--- src/rtl/core/ikc_pkg.sv ---
package ikc_pkg;

    localparam int MaxKernel = 7;
    localparam int MaxWidth  = 1024;
    localparam int MaxHeight = 4096;
    localparam int LineRows  = MaxKernel + 1;
    localparam int TapCount  = MaxKernel * MaxKernel;
    localparam int LineDepth = LineRows * MaxWidth;

    localparam int ColW  = $clog2(MaxWidth);
    localparam int RowW  = $clog2(MaxHeight);
    localparam int SlotW = $clog2(LineRows);
    localparam int AddrW = $clog2(LineDepth);
    localparam int TapW  = $clog2(TapCount);
    localparam int KW    = $clog2(MaxKernel + 1);

    localparam logic [1:0] CMD_PIXEL = 2'd0;
    localparam logic [1:0] CMD_DRAIN = 2'd1;
    localparam logic [1:0] CMD_COEF  = 2'd2;
    localparam logic [1:0] CMD_NOP   = 2'd3;

    localparam logic [1:0] REG_WIDTH  = 2'd0;
    localparam logic [1:0] REG_HEIGHT = 2'd1;
    localparam logic [1:0] REG_KSIZE  = 2'd2;
    localparam logic [1:0] REG_SCALE  = 2'd3;

    // Multiply-accumulate command from the sequencer to the datapath.
    typedef struct packed {
        logic clear;
        logic acc;
    } mac_ctrl_t;

endpackage

--- src/rtl/core/ikc_mac.sv ---
module ikc_mac
(
    input  logic              clk,
    input  ikc_pkg::mac_ctrl_t ctrl,
    input  logic signed [15:0] weight,
    input  logic [31:0]        pixel,
    output logic signed [35:0] sum_r,
    output logic signed [35:0] sum_g,
    output logic signed [35:0] sum_b
);

    logic signed [35:0] sum_r_reg, sum_g_reg, sum_b_reg;

    // One tap per cycle: three narrow 16x9 products feed three accumulators.
    always_ff @(posedge clk)
    begin
        if (ctrl.clear)
        begin
            sum_r_reg <= '0;
            sum_g_reg <= '0;
            sum_b_reg <= '0;
        end
        else if (ctrl.acc)
        begin
            sum_r_reg <= sum_r_reg
                + 36'(25'(weight) * 25'($signed({1'b0, pixel[7:0]})));
            sum_g_reg <= sum_g_reg
                + 36'(25'(weight) * 25'($signed({1'b0, pixel[15:8]})));
            sum_b_reg <= sum_b_reg
                + 36'(25'(weight) * 25'($signed({1'b0, pixel[23:16]})));
        end
    end

    assign sum_r = sum_r_reg;
    assign sum_g = sum_g_reg;
    assign sum_b = sum_b_reg;

endmodule

--- config.mk ---
export PLATFORM = sky130hd
export DESIGN_NAME = ikc_mac
export DESIGN_NICKNAME = d
export VERILOG_FILES = /design/src/rtl/core/ikc_pkg.sv /design/src/rtl/core/ikc_mac.sv
export SDC_FILE = /design/constraint.sdc
export NUM_CORES = 1
export LEC_CHECK = 0
export BUFFER_PORTS_ARGS = -buffer_cell sky130_fd_sc_hd__buf_2
export CORE_MARGIN = 4
export CORE_UTILIZATION = 49
export DETAILED_ROUTE_END_ITERATION = 7
export HOLD_SLACK_MARGIN = 0.02
export PLACE_DENSITY_LB_ADDON = 0.12
export SLEW_MARGIN = 10
export SYNTH_ARGS = -nofsm -noshare
export SYNTH_HDL_FRONTEND = slang
export SYNTH_SLANG_ARGS = --single-unit
--- constraint.sdc ---
create_clock -name clk -period 9.91 [get_ports clk]
set_clock_uncertainty 0.15 [all_clocks]
set_input_delay 1.4865 -clock clk [delete_from_list [all_inputs] [get_ports clk]]
set_output_delay 1.4865 -clock clk [all_outputs]
set_load 0.1 [all_outputs]
# Word level (Yosys, flattened, before mapping)
# Cells that the tools add are included.
# Widths: inputs -> output; s select.
classes:
  n_addsub: 3
  n_mul: 3
  div_mod_pow: 0
  magnitude_cmp: 0
  eq_ne: 0
  shift: 0
  muxes: 0
  bitwise_logic: 0
  n_reduce_logical: 0
ops:
  columns: ["operator", "n"]
  rows:
  - ["$add 36x25->36", 3]
  - ["$mul 16x9->25", 3]
word_totals:
  ff_bits: 108
  latch_bits: 0
  mem_bits_rw: 0
  rom_bits: 0
  input_bits: 51
  output_inout_bits: 108
  memories: 0

# Logic depth before layout (Yosys ltp)
# Gate-level depths: netlist (run 1).
logic_depth:
  ltp_word: 2
  ltp_mapped: 23
  mapped_depth_nobuf: 22

# Worst setup path after synthesis (run 1)
# Ideal clock, no wire load.
synth_timing:
  kind: "input-to-reg"
  start: "input port weight[15]"
  end: "register sum_g_reg[35], in the netlist sum_g[35]"
  setup_time_ns: 0.121
  t_arrival_ns: 7.046
  required_ns: 9.639
  slack_ns: 2.593
  cell_stages: 17
  path_cell_list: "clkbuf_1 > nand2_1 > fa_1 > fa_1 > fa_1 > fa_1 > inv_1 > fa_1 > ha_1 > clkbuf_1 > nand4_1 > or3_1 > o21ba_2 > o311ai_2 > a21oi_1 > nor3b_1 > mux2_2"
synth_between:
  elab_chain_len: 2
synth_rtl:
  columns: ["element", "line_no", "rtl"]
  rows:
  - ["from (decl)", "ikc_mac.sv:5", "input logic signed [15:0] weight,"]
  - ["$mul 16x9->25", "ikc_mac.sv:28", "+ 36'(25'(weight) * 25'($signed({1'b0, pixel[15:8]})));"]
  - ["$add 36x25->36", "ikc_mac.sv:28", null]
  - ["to (signal assigned)", "ikc_mac.sv:27", "sum_g_reg <= sum_g_reg"]
  - ["to (decl)", "ikc_mac.sv:12", "logic signed [35:0] sum_r_reg, sum_g_reg, sum_b_reg;"]
# Every way passes these cells.
# A chain may end at the register's enable or synchronous reset.

# Final worst setup path (run 1)
layout_timing:
  start: "input port weight[15]"
  end: "register sum_r_reg[32], in the netlist sum_r[32]"
layout_between:
  elab_chain_len: 2
layout_rtl:
  columns: ["element", "line_no", "rtl"]
  rows:
  - ["$mul 16x9->25", "ikc_mac.sv:26", "+ 36'(25'(weight) * 25'($signed({1'b0, pixel[7:0]})));"]
  - ["$add 36x25->36", "ikc_mac.sv:26", null]
  - ["to (signal assigned)", "ikc_mac.sv:25", "sum_r_reg <= sum_r_reg"]
  - ["to (decl)", "ikc_mac.sv:12", null]
# Every way passes these cells.

==> impl_table.tex, run 1 <==
\begin{tabular}{lr}
\hline
Metric & Value \\
\hline
\multicolumn{2}{l}{\textbf{Status}} \\
Result of the run & finished, final reports clean \\
\multicolumn{2}{l}{\textbf{Yosys}} \\
Syn Nets & around 3,300 \\
Post-synthesis area per instance & between 8 and 9 sq um \\
Adder-cell area share of the yosys netlist & between 40\% and 50\% \\
Total standard cell area after synthesis & about 23,000 sq um \\
Post-synthesis share of cell area spent on and, or, nand and nor gates & between 10\% and 20\% \\
Compound-gate portion of the synthesized area & a little under an eighth \\
EDFF count, synth & 0 \\
Gate count after technology mapping & between 2,000 and 3,000 \\
Yosys warnings & 0 \\
Share of synthesized area spent on multiplexers & roughly 2.9\% \\
Register bit total from synthesis & around 110 \\
FFs w/ async S/R, synth & 0\% \\
Number of different library cells in the post-synthesis netlist & 75 \\
Main synth FF type & dfxtp\_1 \\
Sequential share of the synthesized area & under 10\% \\
Synthesized-area fraction occupied by xor and xnor cells & 3.38\% \\
Combinational family with the most area after synthesis & adder cells \\
\multicolumn{2}{l}{\textbf{Detailed routing}} \\
Detailed Route Iter0 Violations & 931 \\
Vias per cell & 5.39 \\
Total via count in the routed design & approximately 18,000 \\
Final wirelength & 52,500 microns \\
Final routed wire length divided by cell count & between 15 and 20 microns \\
First-pass iteration count of the detailed router & 5 \\
ANT nets after route & 0 \\
Total DRC errors in the routed layout & 0 \\
\multicolumn{2}{l}{\textbf{Clock tree}} \\
Post-CTS Hold Fix Bufs & 0 \\
Number of buffers inserted to repair setup after CTS & 0 \\
Cts bufs inserted & 9 \\
CTS sink count & $\sim$110 \\
Gates resized, CTS repair & 0 \\
\# H-tree levels & 3 \\
Post-CTS clock slew at the launch and capture registers of the worst setup and hold paths & about 0.090 ns \\
Worst-skew pair later-pin latency & between 0.4 and 0.5 ns \\
Clock tree from TritonCTS & built \\
CTS max path bufs & 2 \\
Root buffer cell & clkbuf\_16 \\
\multicolumn{2}{l}{\textbf{Critical path}} \\
Slowest stage cell on the critical path & fa\_1 \\
Maximum fanout encountered on the critical timing path & 24 \\
Data arrival time of the critical path & roughly 7.7 ns \\
Startpoint kind of the worst setup timing path & input pin \\
Data required time at the worst endpoint & 10.09 ns \\
Category of the critical setup timing path & input pin to flip-flop \\
Depth of the worst register-to-register path & 12 \\
End of the worst register-to-register path & sum\_r[35]\$\_SDFFE\_PP0P\_ \\
Kind of end point of the critical path & flip-flop \\
Worst reg2reg setup slack & 5.63 ns \\
Ordered list of cells on the worst path & buf\_2 -> nand2\_1 -> fa\_1 -> fa\_1 -> fa\_1 -> fa\_1 -> inv\_1 -> fa\_1 -> ha\_1 -> a21o\_1 -> a21o\_1 -> a21o\_1 -> a21oi\_1 -> nor2b\_1 -> a221o\_1 -> o21ai\_2 -> or4b\_1 -> o221ai\_1 \\
Reg2Reg Launch Point & sum\_r[1]\$\_SDFFE\_PP0P\_ \\
Delay of the slowest critical-path stage & 0.79 ns \\
Cell mode on critical path & fa\_1 \\
\multicolumn{2}{l}{\textbf{Place}} \\
Placed instance count & 3,250 \\
Total half-perimeter wirelength after legalization and detailed placement & 41,500 microns \\
GP Congestion & 0.921 \\
Number of buffers inserted by port buffering & 150 \\
\multicolumn{2}{l}{\textbf{Cells and area}} \\
Number of non-filler instances in the completed layout & between 3,000 and 4,000 \\
Area added between synthesis and finish & 6.48\% \\
Filler instances & 4,358 \\
Sequential standard cell area & about 2200 sq um \\
Share of cells above drive strength 1 & under 10\% \\
Most common library cell in the layout ignoring fill and taps & inv\_1 \\
Utilization after layout & around 53\% \\
Leading cell types in the layout, fill and taps excluded & inv\_1 (491), fa\_1 (396), nand2\_1 (247) \\
Final net count & 3,328 \\
Multi-input logic area & between 15,000 and 20,000 sq um \\
\multicolumn{2}{l}{\textbf{Timing}} \\
Final setup violation count & 0 \\
Final cycle utilization of the critical path & approximately three quarters \\
Number of hold violations in the final report & 0 \\
Max-slew violation total from the final report & 0 \\
Shortest clock period the worst path allows after layout & roughly 7.5 ns \\
Max-Slew Margin vs Limit & 37.3\% \\
Slew at the pin closest to its max-slew limit & $\sim$0.94 ns \\
Tightest hold margin & 0.341 ns \\
RSZ-0062 raised after global routing & false \\
Fmax & between 0.1 and 0.15 GHz \\
Setup tns final & 0 ns \\
\multicolumn{2}{l}{\textbf{GRT}} \\
Grt total ovfl & 0 \\
Global-route total usage across every layer & 21.9\% \\
Largest net degree at the start of global routing & between 70 and 80 \\
Antenna violations before repair & 5 \\
Number of global-route vias before repair & between 15,000 and 20,000 \\
Wire length of the first global-routing pass & 89,900 microns \\
\multicolumn{2}{l}{\textbf{Die}} \\
Full die area & 50,000 sq um \\
Row count & between 70 and 80 \\
Placeable Area & $\sim$46,000 sq um \\
I/O Pins & 159 \\
Horizontal die dimension & 224 microns \\
Initial Utilization & about 50\% \\
Die Y-Extent & around 220 microns \\
\multicolumn{2}{l}{\textbf{Worst hold path}} \\
Worst min-delay path endpoint & sum\_r[19]\$\_SDFFE\_PP0P\_ \\
Number of cells on the worst hold path & 2 \\
Worst min-delay path startpoint & sum\_r[19]\$\_SDFFE\_PP0P\_ \\
Path class of the lowest-slack min-delay path & flip-flop to flip-flop \\
\multicolumn{2}{l}{\textbf{Job}} \\
Max-cap violations & 0 \\
\hline
\end{tabular}
-- critical path: cells and delay by family --
family | cells | cell delay (ns)
adders and majority gates | 6 | 3.30
AOI/OAI and AO/OA | 7 | 1.29
buffers and inverters | 2 | 0.81
and+or+nand+nor | 3 | 0.75
-- synthesized netlist by cell type (19+ instances only) --
| cell | n | area [sq um] |
|---|---|---|
| nand2_1 | 247 | 927 |
| nand3_1 | 23 | 115 |
| nor3_1 | 30 | 150 |
| mux2i_1 | 63 | 631 |
| and3_1 | 19 | 119 |
| dfxtp_1 | 108 | 2160 |
| a21o_1 | 72 | 541 |
| and2_1 | 225 | 1410 |
| xor2_1 | 33 | 289 |
| xnor2_1 | 55 | 482 |
| fa_1 | 396 | 7930 |
| o21ai_0 | 49 | 245 |
| clkbuf_1 | 89 | 334 |
| a211oi_1 | 27 | 203 |
| a21oi_1 | 106 | 531 |
| ha_1 | 220 | 2750 |
| nor2_1 | 125 | 469 |
| inv_1 | 492 | 1850 |
-- metal layers --
layer	share of wire, %	vias up	track usage [%]
li1	-	8368	-
met4	1.3	2	5.43
met3	4.2	36	2.56
met2	47	303	35.7
met5	0.025	-	0
met1	47	8896	31.4
-- worst max-delay path by stage --
stage,endpoint,slack [ns],from
6_report,sum_r[32]$_SDFFE_PP0P_,2.43,weight[15]
5_1_grt,sum_g[35]$_SDFFE_PP0P_,2.10,weight[15]
4_1_cts,sum_g[35]$_SDFFE_PP0P_,2.44,weight[15]
3_5_place_dp,sum_g[35]$_SDFFE_PP0P_,1.98,weight[15]
3_3_place_gp,sum_g[35]$_SDFFE_PP0P_,2.08,weight[15]
2_1_floorplan,sum_g[35]$_SDFFE_PP0P_,2.59,weight[15]
-- final cells by class --
type                            instances  share of cell area, %
Antenna cell                            3                 0.0310
Clock buffer                            9                  0.929
Clock inverter                          7                  0.284
Inverter                              492                   7.62
Multi-Input combinational cell       1893                   75.8
Sequential cell                       108                   8.92
Tap cell                              600                   3.10
Timing Repair Buffer                  157                   3.33
-- metrics by stage --
step	area [sq um]	setup WS [ns]
final	24200	2.43
after global routing	24200	2.10
after CTS	24200	2.44
after detailed placement	23900	1.98
after global placement	23900	2.08
after floorplan	22800	2.59
-- logic make-up (layout without fill, tap and decap cells) --
group,after synthesis,in the layout
adder cells (fa/ha/maj),616,616
AND/OR/NAND/NOR,742,742
multiplexers,65,65
other,0,3
XOR/XNOR,88,88
AO/OA/AOI/OAI,382,382
buffers and inverters,594,665
flip-flops,108,108
Power of run 1 is not shown: default switching activity piles up to over one toggle a cycle in this logic, so the estimate is an artifact.
==> run 2: changes to the inputs <==
- clock period: 9.91 -> 6.9 ns (I/O delays scaled with it)
==> run 2 against run 1 <==
  * Via count grew 3.7%
  * Core utilization grew 2.8 points
  * Routed wire length grew 2.9%
  * Non-clock buffer count grew 163
  * First-iteration DRC count grew 19%
  * Die area is the same
  * Sequential share of layout area shrank 0.44 points
  * Worst hold slack lost 0.0017 ns
==> impl_table.tex, run 2 (synthesized netlist as in run 1, its figures left out) <==
\begin{tabular}{lr}
\hline
Metric & Value \\
\hline
\multicolumn{2}{l}{\textbf{Die}} \\
Horizontal die dimension & 224 microns (unchanged) \\
Full die area & 50,000 sq um (unchanged) \\
Placeable Area & 45,700 sq um (unchanged) \\
Row count & 78 (unchanged) \\
I/O Pins & 159 (unchanged) \\
Initial Utilization & 49.9\% (unchanged) \\
Die Y-Extent & 224 microns (unchanged) \\
\multicolumn{2}{l}{\textbf{GRT}} \\
Number of global-route vias before repair & 18,300 (+2.4\%) \\
Wire length of the first global-routing pass & 91,700 microns (+2.0\%) \\
Grt total ovfl & 0 (unchanged) \\
Antenna violations before repair & 6 (+1) \\
Largest net degree at the start of global routing & 73 (-1.4\%) \\
Global-route total usage across every layer & 22.4\% (+0.48 points) \\
\multicolumn{2}{l}{\textbf{Worst hold path}} \\
Number of cells on the worst hold path & 2 (unchanged) \\
Path class of the lowest-slack min-delay path & flip-flop to flip-flop \\
Worst min-delay path endpoint & sum\_r[19]\$\_SDFFE\_PP0P\_ \\
Worst min-delay path startpoint & sum\_r[19]\$\_SDFFE\_PP0P\_ \\
\multicolumn{2}{l}{\textbf{Detailed routing}} \\
First-pass iteration count of the detailed router & 5 (unchanged) \\
Total DRC errors in the routed layout & 0 (unchanged) \\
Detailed Route Iter0 Violations & 1,112 (+19\%) \\
Final routed wire length divided by cell count & 15.7 microns (-2.0\%) \\
ANT nets after route & 0 (unchanged) \\
Total via count in the routed design & 18,300 (+3.7\%) \\
Final wirelength & 54,000 microns (+2.9\%) \\
Vias per cell & 5.32 (-1.3\%) \\
\multicolumn{2}{l}{\textbf{Clock tree}} \\
Cts bufs inserted & 9 (unchanged) \\
Post-CTS clock slew at the launch and capture registers of the worst setup and hold paths & 0.09 ns (about the same) \\
Root buffer cell & clkbuf\_16 \\
CTS sink count & 108 (unchanged) \\
Clock tree from TritonCTS & built \\
CTS max path bufs & 2 (unchanged) \\
Number of buffers inserted to repair setup after CTS & 0 (unchanged) \\
Worst-skew pair later-pin latency & 0.41 ns (about the same) \\
\# H-tree levels & 3 (unchanged) \\
\multicolumn{2}{l}{\textbf{Place}} \\
Total half-perimeter wirelength after legalization and detailed placement & 44,500 microns (+7.0\%) \\
Cell Area, Placed & 25,200 sq um (+5.3\%) \\
Number of buffers inserted by port buffering & 150 (unchanged) \\
GP Congestion & 0.917 (-0.41\%) \\
\multicolumn{2}{l}{\textbf{Timing}} \\
Max-slew violation total from the final report & 0 (unchanged) \\
Slew at the pin closest to its max-slew limit & 0.912 ns (-0.0289 ns) \\
Fmax & 0.153 GHz \\
Final setup violation count & 0 (unchanged) \\
Number of hold violations in the final report & 0 (unchanged) \\
Shortest clock period the worst path allows after layout & between 6 and 7 ns \\
Max-Slew Margin vs Limit & 39.2\% (+1.9 points) \\
RSZ-0062 raised after global routing & false \\
Final cycle utilization of the critical path & between 90\% and 100\% \\
\multicolumn{2}{l}{\textbf{Critical path}} \\
Cell depth of the worst setup path & 22 (+4) \\
Critical path buffer and inverter count & 6 (+4) \\
Data arrival time of the critical path & 6.70 ns (-0.96 ns) \\
Slowest stage cell on the critical path & fa\_1 \\
Reg2Reg Launch Point & sum\_r[1]\$\_SDFFE\_PP0P\_ \\
End of the worst register-to-register path & sum\_r[35]\$\_SDFFE\_PP0P\_ \\
Ordered list of cells on the worst path & buf\_2 -> nand2\_1 -> fa\_1 -> inv\_1 -> fa\_1 -> inv\_1 -> fa\_1 -> inv\_1 -> fa\_1 -> inv\_1 -> fa\_1 -> inv\_1 -> ha\_1 -> o21ai\_0 -> a211oi\_1 -> and3\_1 -> a31oi\_1 -> o21ba\_2 -> o311ai\_2 -> a21oi\_1 -> nor3b\_1 -> mux2\_2 \\
Data required time at the worst endpoint & 7.06 ns (-3.03 ns) \\
Maximum fanout encountered on the critical timing path & 10 (-58\%) \\
Worst reg2reg setup slack & 2.80 ns (-2.83 ns) \\
Kind of end point of the critical path & flip-flop \\
Kind of cell with the highest combined delay on the critical path & adder cells \\
Delay of the slowest critical-path stage & 0.52 ns (-0.27 ns) \\
Depth of the worst register-to-register path & 13 (+1) \\
Category of the critical setup timing path & input pin to flip-flop \\
Startpoint kind of the worst setup timing path & input pin \\
\multicolumn{2}{l}{\textbf{Cells and area}} \\
Final net count & 3,491 (+4.9\%) \\
Filler instances & 4,291 (-1.5\%) \\
Area added between synthesis and finish & 12.1\% \\
Most common library cell in the layout ignoring fill and taps & inv\_1 \\
Summed area of non-filler cells in the final layout & 25,500 sq um (+5.2\%) \\
Leading cell types in the layout, fill and taps excluded & inv\_1 (491), fa\_1 (396), nand2\_1 (247) \\
Share of cells above drive strength 1 & 12.7\% (+5.4 points) \\
\multicolumn{2}{l}{\textbf{Job}} \\
Max-cap violations & 0 (unchanged) \\
\multicolumn{2}{l}{\textbf{Status}} \\
Result of the run & finished, final reports clean \\
\hline
\end{tabular}
-- run 2: cell types whose count changed in the layout (fill, tap and decap cells not counted), sizes merged --
cell and change:
clkinv -2, clkinvlp +2, buf +163, inv -1, diode +1, clkbuf +1
-- run 2: worst min-delay path: cells and delay by family, from the launching register on --
kind             cells  cell delay (ns)
AND/OR/NAND/NOR      1             0.06
flip-flops           1             0.33
AO/OA/AOI/OAI        1             0.05
-- run 2: worst max-delay path by stage --
stage | startpoint | end | slack (ns)
after detailed placement | weight[5] | sum_g[35]$_SDFFE_PP0P_ | -0.02
after global routing | weight[5] | sum_g[35]$_SDFFE_PP0P_ | 0.06
final | weight[5] | sum_g[35]$_SDFFE_PP0P_ | 0.37
after global placement | weight[7] | sum_b[35]$_SDFFE_PP0P_ | 0.02
after CTS | weight[5] | sum_g[35]$_SDFFE_PP0P_ | 0.43
after floorplan | weight[15] | sum_g[35]$_SDFFE_PP0P_ | 0.03
-- run 2: area by class of cell --
type	instances	area, sq um	share of cell area [%]
clock inverters	6	58.8	0.230
well taps	600	751	2.94
multi-input cells	1893	18400	72.0
inverters	492	1850	7.24
diodes	4	10.0	0.0392
repair buffers	320	2070	8.11
flip-flops and latches	108	2160	8.47
clock buffers	10	239	0.936
-- run 2: routing by layer --
layer  vias to the layer above  GRT usage (%)  share of wire (%)  wire length, microns
li1                       8694              -                  -                     -
met1                      9083           31.9                 46                 24600
met2                       411           36.2                 47                 25500
met3                        62           2.83                5.3                  2840
met4                         2           6.26                2.0                  1080
met5                         -              0              0.024                    13
-- run 2: timing repair --
item	CTS	global route
hold buffers	0	0
resized for setup	0	1
setup endpoints to repair	0	1
-- run 2: stage by stage --
step | TNS (ns) | utilization, % | worst slack (ns) | std cells | hold WS [ns]
CTS | 0 | 55.8 | 0.428 | 3429 | 0.341
global route | 0 | 55.9 | 0.0563 | 3432 | 0.362
finish | 0 | 55.9 | 0.366 | 3433 | 0.339
global placement | 0 | 55.2 | 0.0171 | 3413 | 0.315
detailed placement | -0.0221 | 55.2 | -0.0221 | 3413 | 0.323
floorplan | 0 | - | 0.0343 | 2595 | 0.749
Power of run 2 is left out for the same reason.
